**src/arp_pkg.sv**
```systemverilog
// Shared types and codes for the modem response parser.
package arp_pkg;

	// characters of the response grammar
	localparam logic [7:0] CH_CR   = 8'h0D;
	localparam logic [7:0] CH_LF   = 8'h0A;
	localparam logic [7:0] CH_PLUS = 8'h2B;
	localparam logic [7:0] CH_O    = 8'h4F;
	localparam logic [7:0] CH_K    = 8'h4B;
	localparam logic [7:0] CH_E    = 8'h45;
	localparam logic [7:0] CH_R    = 8'h52;

	// byte classes produced by the front end
	localparam logic [3:0] CLS_CR    = 4'd0;
	localparam logic [3:0] CLS_LF    = 4'd1;
	localparam logic [3:0] CLS_PLUS  = 4'd2;
	localparam logic [3:0] CLS_O     = 4'd3;
	localparam logic [3:0] CLS_K     = 4'd4;
	localparam logic [3:0] CLS_E     = 4'd5;
	localparam logic [3:0] CLS_R     = 4'd6;
	localparam logic [3:0] CLS_PRINT = 4'd7;
	localparam logic [3:0] CLS_OTHER = 4'd8;

	// parser states
	localparam logic [4:0] ST_START = 5'd0;
	localparam logic [4:0] ST_LF1   = 5'd1;
	localparam logic [4:0] ST_FIRST = 5'd2;
	localparam logic [4:0] ST_PLUS  = 5'd3;
	localparam logic [4:0] ST_DLF   = 5'd4;
	localparam logic [4:0] ST_NEXT  = 5'd5;
	localparam logic [4:0] ST_ELF   = 5'd6;
	localparam logic [4:0] ST_VALUE = 5'd7;
	localparam logic [4:0] ST_O     = 5'd8;
	localparam logic [4:0] ST_OK    = 5'd9;
	localparam logic [4:0] ST_OKCR  = 5'd10;
	localparam logic [4:0] ST_E     = 5'd12;
	localparam logic [4:0] ST_ER    = 5'd13;
	localparam logic [4:0] ST_ERR   = 5'd14;
	localparam logic [4:0] ST_ERRO  = 5'd15;
	localparam logic [4:0] ST_ERROR = 5'd16;
	localparam logic [4:0] ST_ERRCR = 5'd17;
	localparam logic [4:0] ST_TEXT  = 5'd18;

	// outcome codes
	localparam logic [1:0] OUT_BUSY  = 2'd0;
	localparam logic [1:0] OUT_SYNTAX = 2'd1;
	localparam logic [1:0] OUT_OK    = 2'd2;
	localparam logic [1:0] OUT_ERROR = 2'd3;

	localparam int QUEUE_DEPTH = 2;

	typedef struct packed {
		logic [3:0] cls;
		logic [7:0] ch;
	} item_t;

	typedef struct packed {
		logic [1:0] outcome;
		logic       store_write;
		logic [3:0] store_line;
		logic [5:0] store_column;
		logic [7:0] store_char;
		logic [4:0] lines_found;
	} result_t;

	localparam int ITEM_W   = $bits(item_t);
	localparam int RESULT_W = $bits(result_t);

endpackage

```
**src/arp_queue.sv**
```systemverilog
// Small synchronous FIFO used between the parser stages and at the output.
module arp_queue #(
	parameter int WIDTH = 8,
	parameter int DEPTH = 2
) (
	input  logic             clk,
	input  logic             arst_n,
	input  logic             push,
	output logic             full,
	input  logic [WIDTH-1:0] wdata,
	input  logic             pop,
	output logic             empty,
	output logic [WIDTH-1:0] rdata
);
	localparam int PW = (DEPTH > 1) ? $clog2(DEPTH) : 1;
	localparam int CW = $clog2(DEPTH + 1);

	logic [WIDTH-1:0] mem_q [DEPTH];
	logic [PW-1:0]    wptr_q;
	logic [PW-1:0]    rptr_q;
	logic [CW-1:0]    count_q;
	logic             do_push;
	logic             do_pop;

	assign full    = (count_q == CW'(DEPTH));
	assign empty   = (count_q == '0);
	assign do_push = push && !full;
	assign do_pop  = pop && !empty;
	assign rdata   = mem_q[rptr_q];

	always_ff @(posedge clk or negedge arst_n) begin
		if (!arst_n) begin
			wptr_q  <= '0;
			rptr_q  <= '0;
			count_q <= '0;
		end else begin
			if (do_push) begin
				wptr_q <= (wptr_q == PW'(DEPTH - 1)) ? '0 : wptr_q + 1'b1;
			end
			if (do_pop) begin
				rptr_q <= (rptr_q == PW'(DEPTH - 1)) ? '0 : rptr_q + 1'b1;
			end
			if (do_push && !do_pop) begin
				count_q <= count_q + 1'b1;
			end else if (do_pop && !do_push) begin
				count_q <= count_q - 1'b1;
			end
		end
	end

	always_ff @(posedge clk) begin
		if (do_push) begin
			mem_q[wptr_q] <= wdata;
		end
	end

endmodule

```
**src/arp_front.sv**
```systemverilog
// Front end: takes received bytes, classifies them and queues them for the parser.
module arp_front import arp_pkg::*; (
	input  logic       clk,
	input  logic       arst_n,
	input  logic       push,
	output logic       full,
	input  logic [7:0] rx_byte,
	output logic       item_valid,
	input  logic       item_pop,
	output item_t      item
);
	item_t            cls_item;
	logic             q_empty;
	logic [ITEM_W-1:0] q_rdata;

	always_comb begin
		cls_item.ch = rx_byte;
		unique case (rx_byte)
			CH_CR:   cls_item.cls = CLS_CR;
			CH_LF:   cls_item.cls = CLS_LF;
			CH_PLUS: cls_item.cls = CLS_PLUS;
			CH_O:    cls_item.cls = CLS_O;
			CH_K:    cls_item.cls = CLS_K;
			CH_E:    cls_item.cls = CLS_E;
			CH_R:    cls_item.cls = CLS_R;
			default: begin
				if (rx_byte >= 8'h20 && rx_byte <= 8'h7E) begin
					cls_item.cls = CLS_PRINT;
				end else begin
					cls_item.cls = CLS_OTHER;
				end
			end
		endcase
	end

	arp_queue #(
		.WIDTH(ITEM_W),
		.DEPTH(QUEUE_DEPTH)
	) u_item_queue (
		.clk   (clk),
		.arst_n(arst_n),
		.push  (push),
		.full  (full),
		.wdata (cls_item),
		.pop   (item_pop),
		.empty (q_empty),
		.rdata (q_rdata)
	);

	assign item_valid = !q_empty;
	assign item       = item_t'(q_rdata);

endmodule

```
**src/arp_back.sv**
```systemverilog
// Back end: grammar state machine, line/column tracking and buffer write reporting.
module arp_back import arp_pkg::*; #(
	parameter int LINE_CAPACITY = 16,
	parameter int LINE_LENGTH   = 64
) (
	input  logic    clk,
	input  logic    arst_n,
	input  logic    item_valid,
	output logic    item_pop,
	input  item_t   item,
	output logic    res_push,
	input  logic    res_full,
	output result_t res
);
	localparam int LCW = $clog2(LINE_CAPACITY + 1);
	localparam int CCW = $clog2(LINE_LENGTH);

	logic [4:0]     state_q;
	logic [LCW-1:0] line_q;
	logic [CCW-1:0] col_q;

	logic [4:0]     state_n;
	logic [LCW-1:0] line_n;
	logic [CCW-1:0] col_n;
	logic           ok;
	logic [1:0]     fin;
	logic           wr;
	logic [7:0]     wr_char;
	logic           printable;
	logic           line_room;
	logic           col_room;
	logic           fire;
	logic [LCW+4:0] line_ext;
	logic [CCW+5:0] col_ext;

	assign fire      = item_valid && !res_full;
	assign item_pop  = fire;
	assign res_push  = fire;
	assign printable = (item.cls != CLS_CR) && (item.cls != CLS_LF) && (item.cls != CLS_OTHER);
	assign line_room = (line_q < LCW'(LINE_CAPACITY));
	assign col_room  = (col_q < CCW'(LINE_LENGTH - 1));

	always_comb begin
		state_n = ST_START;
		line_n  = line_q;
		col_n   = col_q;
		ok      = 1'b0;
		fin     = OUT_BUSY;
		wr      = 1'b0;
		wr_char = item.ch;
		unique case (state_q) inside
			ST_START: begin
				line_n = '0;
				col_n  = '0;
				if (item.cls == CLS_CR) begin
					state_n = ST_LF1;
					ok      = 1'b1;
				end
			end
			ST_LF1: begin
				if (item.cls == CLS_LF) begin
					state_n = ST_FIRST;
					ok      = 1'b1;
				end
			end
			ST_FIRST: begin
				if (item.cls == CLS_PLUS) begin
					state_n = ST_PLUS;
					ok      = 1'b1;
				end else if (item.cls == CLS_O) begin
					state_n = ST_O;
					ok      = 1'b1;
				end else if (item.cls == CLS_E) begin
					state_n = ST_E;
					ok      = 1'b1;
				end
			end
			ST_PLUS, ST_TEXT: begin
				if (state_q == ST_TEXT && item.cls == CLS_CR) begin
					state_n = ST_DLF;
					ok      = 1'b1;
					wr      = line_room;
					wr_char = 8'h00;
					col_n   = '0;
					if (line_room) begin
						line_n = line_q + 1'b1;
					end
				end else if (printable) begin
					state_n = ST_TEXT;
					ok      = 1'b1;
					if (line_room && col_room) begin
						wr    = 1'b1;
						col_n = col_q + 1'b1;
					end
				end
			end
			ST_DLF: begin
				if (item.cls == CLS_LF) begin
					state_n = ST_NEXT;
					ok      = 1'b1;
				end
			end
			ST_NEXT: begin
				if (item.cls == CLS_CR) begin
					state_n = ST_ELF;
					ok      = 1'b1;
				end else if (item.cls == CLS_PLUS) begin
					state_n = ST_PLUS;
					ok      = 1'b1;
				end
			end
			ST_ELF: begin
				if (item.cls == CLS_LF) begin
					state_n = ST_VALUE;
					ok      = 1'b1;
				end
			end
			ST_VALUE: begin
				if (item.cls == CLS_O) begin
					state_n = ST_O;
					ok      = 1'b1;
				end else if (item.cls == CLS_E) begin
					state_n = ST_E;
					ok      = 1'b1;
				end
			end
			ST_O: begin
				if (item.cls == CLS_K) begin
					state_n = ST_OK;
					ok      = 1'b1;
				end
			end
			ST_OK: begin
				if (item.cls == CLS_CR) begin
					state_n = ST_OKCR;
					ok      = 1'b1;
				end
			end
			ST_OKCR: begin
				if (item.cls == CLS_LF) begin
					state_n = ST_START;
					ok      = 1'b1;
					fin     = OUT_OK;
				end
			end
			ST_E: begin
				if (item.cls == CLS_R) begin
					state_n = ST_ER;
					ok      = 1'b1;
				end
			end
			ST_ER: begin
				if (item.cls == CLS_R) begin
					state_n = ST_ERR;
					ok      = 1'b1;
				end
			end
			ST_ERR: begin
				if (item.cls == CLS_O) begin
					state_n = ST_ERRO;
					ok      = 1'b1;
				end
			end
			ST_ERRO: begin
				if (item.cls == CLS_R) begin
					state_n = ST_ERROR;
					ok      = 1'b1;
				end
			end
			ST_ERROR: begin
				if (item.cls == CLS_CR) begin
					state_n = ST_ERRCR;
					ok      = 1'b1;
				end
			end
			ST_ERRCR: begin
				if (item.cls == CLS_LF) begin
					state_n = ST_START;
					ok      = 1'b1;
					fin     = OUT_ERROR;
				end
			end
			default: begin
				ok = 1'b0;
			end
		endcase
		if (!ok) begin
			state_n = ST_START;
			wr      = 1'b0;
			fin     = OUT_BUSY;
		end
	end

	assign line_ext = {5'd0, line_q};
	assign col_ext  = {6'd0, col_q};

	always_comb begin
		res.outcome      = ok ? fin : OUT_SYNTAX;
		res.store_write  = wr;
		res.store_line   = wr ? line_ext[3:0] : 4'd0;
		res.store_column = wr ? col_ext[5:0] : 6'd0;
		res.store_char   = wr ? wr_char : 8'd0;
		res.lines_found  = (ok && fin != OUT_BUSY) ? line_ext[4:0] : 5'd0;
	end

	always_ff @(posedge clk or negedge arst_n) begin
		if (!arst_n) begin
			state_q <= ST_START;
			line_q  <= '0;
			col_q   <= '0;
		end else if (fire) begin
			state_q <= state_n;
			line_q  <= line_n;
			col_q   <= col_n;
		end
	end

	a_line_cap: assert property (@(posedge clk) disable iff (!arst_n)
		line_q <= LCW'(LINE_CAPACITY))
		else $error("line counter above capacity");

	a_col_cap: assert property (@(posedge clk) disable iff (!arst_n)
		col_q <= CCW'(LINE_LENGTH - 1))
		else $error("column index above line length");

	a_final_no_write: assert property (@(posedge clk) disable iff (!arst_n)
		fire && (res.outcome == OUT_OK || res.outcome == OUT_ERROR) |-> !res.store_write)
		else $error("buffer write on final outcome");

	a_idle_hold: assert property (@(posedge clk) disable iff (!arst_n)
		!fire |=> $stable(state_q) && $stable(line_q) && $stable(col_q))
		else $error("parser state moved without a beat");

endmodule

```
**src/at_response_parser_top.sv**
```systemverilog
// Top level of the modem response parser: front classifier, parser back end, result queue.
//
//  channel  | handshake         | payload
//  ---------+-------------------+-----------------------------------------------
//  input    | push / full       | rx_byte
//  result   | empty / pop       | outcome, store_write, store_line, store_column,
//           |                   | store_char, lines_found
//
// One beat per cycle sustained while the result side keeps popping; a byte reaches the result
// ports through the front queue register, then the result queue register.
// The parser state machine takes one byte per update; it advances whenever the front
// queue holds a byte and the result queue has room.
// Reset clears the parser state, counters and both queues.
// A stalled result side fills the result queue, then the front queue, then raises full.
module at_response_parser_top import arp_pkg::*; #(
	parameter int LINE_CAPACITY = 16,
	parameter int LINE_LENGTH   = 64
) (
	input  logic       clk,
	input  logic       arst_n,
	input  logic       push,
	output logic       full,
	input  logic [7:0] rx_byte,
	output logic       empty,
	input  logic       pop,
	output logic [1:0] outcome,
	output logic       store_write,
	output logic [3:0] store_line,
	output logic [5:0] store_column,
	output logic [7:0] store_char,
	output logic [4:0] lines_found
);
	logic              item_valid;
	logic              item_pop;
	item_t             item;
	logic              res_push;
	logic              res_full;
	result_t           res;
	logic [RESULT_W-1:0] res_rdata;
	result_t           res_out;

	arp_front u_front (
		.clk       (clk),
		.arst_n    (arst_n),
		.push      (push),
		.full      (full),
		.rx_byte   (rx_byte),
		.item_valid(item_valid),
		.item_pop  (item_pop),
		.item      (item)
	);

	arp_back #(
		.LINE_CAPACITY(LINE_CAPACITY),
		.LINE_LENGTH  (LINE_LENGTH)
	) u_back (
		.clk       (clk),
		.arst_n    (arst_n),
		.item_valid(item_valid),
		.item_pop  (item_pop),
		.item      (item),
		.res_push  (res_push),
		.res_full  (res_full),
		.res       (res)
	);

	arp_queue #(
		.WIDTH(RESULT_W),
		.DEPTH(QUEUE_DEPTH)
	) u_result_queue (
		.clk   (clk),
		.arst_n(arst_n),
		.push  (res_push),
		.full  (res_full),
		.wdata (res),
		.pop   (pop),
		.empty (empty),
		.rdata (res_rdata)
	);

	assign res_out      = result_t'(res_rdata);
	assign outcome      = res_out.outcome;
	assign store_write  = res_out.store_write;
	assign store_line   = res_out.store_line;
	assign store_column = res_out.store_column;
	assign store_char   = res_out.store_char;
	assign lines_found  = res_out.lines_found;

endmodule

```
**config.mk**
```make
export PLATFORM = sky130hd
export DESIGN_NAME = at_response_parser_top
export DESIGN_NICKNAME = d
export VERILOG_FILES = /design/src/arp_pkg.sv /design/src/arp_queue.sv /design/src/arp_front.sv /design/src/arp_back.sv /design/src/at_response_parser_top.sv
export SDC_FILE = /design/constraint.sdc
export NUM_CORES = 1
export LEC_CHECK = 0
export BUFFER_PORTS_ARGS = -buffer_cell sky130_fd_sc_hd__buf_4
export CORE_MARGIN = 1
export CORE_UTILIZATION = 50
export DETAILED_ROUTE_END_ITERATION = 8
export PLACE_DENSITY = 0.71
export SLEW_MARGIN = 25
export SYNTH_ARGS = -nofsm -noshare
export SYNTH_HDL_FRONTEND = slang
export SYNTH_SLANG_ARGS = --single-unit
```
**constraint.sdc**
```tcl
create_clock -name clk -period 2.2 [get_ports clk]
set_input_delay 0.33 -clock clk [delete_from_list [all_inputs] [get_ports clk]]
set_output_delay 0.33 -clock clk [all_outputs]
set_load 0.02 [all_outputs]
```
==> impl_metrics.toml <==
[run_status]
status = "finished, final reports clean"

[floorplanning]
fp.dieH_um = 101
initial_core_util = 0.524
die-area_um2 = 10200
die_w_um = 101
coreArea_um2 = 9370
fp-row-count = 35
pin_count = 40

[detailed_routing]
drt_wl_total_um = 9820
dr_total_vias = 3422
drc = 0
postRouteAntennaNets = 0
dr.pass1.iters = 5
drt-vias-per-instance = 5.64
drt-wirelength-per-cell_um = 16.2
drt_iter0_markers = 248

[yosys]
yosysTopAreaCell = "edfxtp_1"
syn_nets = 421
syn_area_um2 = 4910
yosysSeqAreaShare = 0.587
syn_inst = 405
ys_async_sr_fraction = 0.240
synth_edf_count = 76
yosysUniqueCellTypes = 57
synthTopCellsByArea = "edfxtp_1 (46%), dfrtp_1 (12%), mux2_2 (6.6%)"
syn_area_per_cell_um2 = 12.1
synthFlopType = "edfxtp_1"
yosysTopAreaCellShare = 0.464
ys_seq_elements = 100
ys_warn_count = 0

[setup_path]
r2r-end = "u_result_queue.mem_q[0][24]"
reg2reg_depth = 6
cp.required_ns = 2.34
critPathArrivalTime_ns = 2.31
crit_fanout = 5
worstSetupPathType = "reg -> reg"
startpoint_type = "flip-flop"
cp-end-kind = "flip-flop"
rrSetupSlack_ns = 0.02
reg2reg_from = "u_front.u_item_queue.rptr_q"

[clocking]
cts_tree = "done"
clk_latency_ns = 0.38
clock_sinks = 100
cts_made_buffers = 9
htreeDepth = 3
cts_buffer_depth = 2
root_buffer = "clkbuf_8"
clkTransAtPathRegs_ns = 0.11

[global_route]
grt_max_degree = 28
grt_pass1_vias = 3252
antenna_found_initial = 0
grt_use_total = 0.199
grt_pass1_wl_um = 15600
overflow = 0

[sta]
slew_violations = 0
finalHoldViolCount = 0
min_period_over_period = 0.990
setup_ws_ns = 0.0228
maxSlewHeadroom = 0.580
layout_min_cycle_time_ns = 2.18
skew_ns = 0.0164
grt_setup_unrepaired = "true"
worstMarginPinSlew_ns = 0.625
setup_violations = 0
fmax_mhz = 459

[worst_hold_path]
whs_endpoint = "u_front.u_item_queue.mem_q[1][5]"
min_path_cells = 1
min_from = "rx_byte[5]"
hp-class = "in -> reg"

[power_and_ir_drop]
vdd_drop_max_mv = 0.780
total_leakage_power_nw = 2.20
p_clk_frac = 0.152
powerDensity_nw_per_um2 = 1300
pwr-share-comb = 0.448
p_int_mw = 4.74
p_switching_mw = 2.84
seq_power_share = 0.400
swShare = 0.374

[cells_and_area]
final_common_cell = "edfxtp_1"
drive_gt1_frac = 0.285
area_delta_synth_final_pct = 18.4
fin_nets = 489
fin_util = 0.621
layout_common_cells = "edfxtp_1 (76), buf_4 (75), nor2_1 (32)"
n_antenna_cell = 0

[place]
place.gp.congestion = 0.977
port_buffers = 39
dp_hpwl_um = 6620
pre_cts_ws_ns = -0.0470

[job]
maxCapViolCount = 0
==> synth_stat cells, drive strengths merged, types with 5 or more instances <==
cell    instances
edfxtp         76
nor2           34
mux2           29
dfrtp          24
nand2          20
o21ai          20
and2           19
nor3           15
clkbuf         14
inv            12
mux2i          11
xnor2          10
a21oi           9
nand2b          8
nor2b           7
nor4            7
buf             6
nand3           6
or3             5
==> how the worst max path moves through the flow <==
stage	from	to	slack [ns]	cells after the start
detailed placement	u_front.u_item_queue.rptr_q	u_result_queue.mem_q[0][1]	-0.05	4
finish	u_front.u_item_queue.rptr_q	u_result_queue.mem_q[0][24]	0.02	6
floorplan	u_result_queue.count_q[1]	u_result_queue.mem_q[0][0]	-0.07	4
CTS	u_front.u_item_queue.rptr_q	u_result_queue.mem_q[0][24]	0.01	7
global placement	u_front.u_item_queue.rptr_q	u_result_queue.mem_q[1][3]	0.03	4
global route	u_front.u_item_queue.rptr_q	u_back.state_q[3]	-0.02	6
==> sequential cells by signal, indices dropped and copies added, names as in the netlist <==
signal,count
u_result_queue.wptr_q,1
u_front.u_item_queue.count_q,2
u_front.u_item_queue.rptr_q,1
u_result_queue.rptr_q,1
u_front.u_item_queue.wptr_q,1
u_back.col_q,6
u_back.state_q,5
u_result_queue.mem_q,52
u_front.u_item_queue.mem_q,24
u_back.line_q,5
u_result_queue.count_q,2
==> logic make-up after synthesis <==
kind of cell,Yosys count,synth area share
and+or+nand+nor,143,0.158
DFF,100,0.587
AOI/OAI and AO/OA,72,0.105
muxes,40,0.0889
buffers and inverters,32,0.0260
xor gates and xnor gates,14,0.0250
adders and majority gates,4,0.0102
==> layer usage <==
layer	global-route usage	wire length, um
met1	0.252	4330
met4	0.0881	228
met3	0.0393	458
met5	0	0
met2	0.334	4810
==> layout make-up <==
cell class / count / area (um^2)
Fill cell: 755 / 3550
Sequential cell: 100 / 2880
Multi-Input combinational cell: 273 / 1940
Timing Repair Buffer: 77 / 584
Tap cell: 129 / 161
Clock buffer: 9 / 124
Clock inverter: 7 / 75.1
Inverter: 12 / 45.0
==> worst max-delay path, stage by stage, from the launching register on <==
cell and delay, ns:
dfrtp_1 0.43, buf_4 0.16, o32a_1 0.44, or3b_1 0.49
inv_1 0.10, a21oi_1 0.07, a32o_1 0.27
==> power groups by stage <==
stage	Clock, mW	Sequential [mW]	Combinational (mW)
2_1_floorplan	0	3.01	2.11
3_3_place_gp	0	3.04	3.28
3_5_place_dp	0	3.08	3.30
4_1_cts	1.18	3.04	3.32
5_1_grt	1.26	3.09	3.66
6_report	1.15	3.03	3.40
==> through the flow <==
step                      TNS (ns)  area (um^2)  cells  hold WS [ns]  power (mW)
after global placement           0         5520    584         0.262        6.32
final                            0         5820    607         0.178        7.58
after detailed placement    -0.387         5520    584         0.263        6.38
after global routing        -0.151         5820    607         0.159        8.01
after CTS                        0         5740    601         0.165        7.54
after floorplan              -3.89         4910    405        0.0344        5.13
==> timing repair <==
item / CTS / global route
resized for setup: 1 / 8
hold buffers: 1 / 0
setup endpoints to repair: 12 / 43
buffers inserted: 0 / 6
pin swaps: 0 / 1
endpoints found under the hold margin: 24 / 0
(Power assumes the default switching activity.)
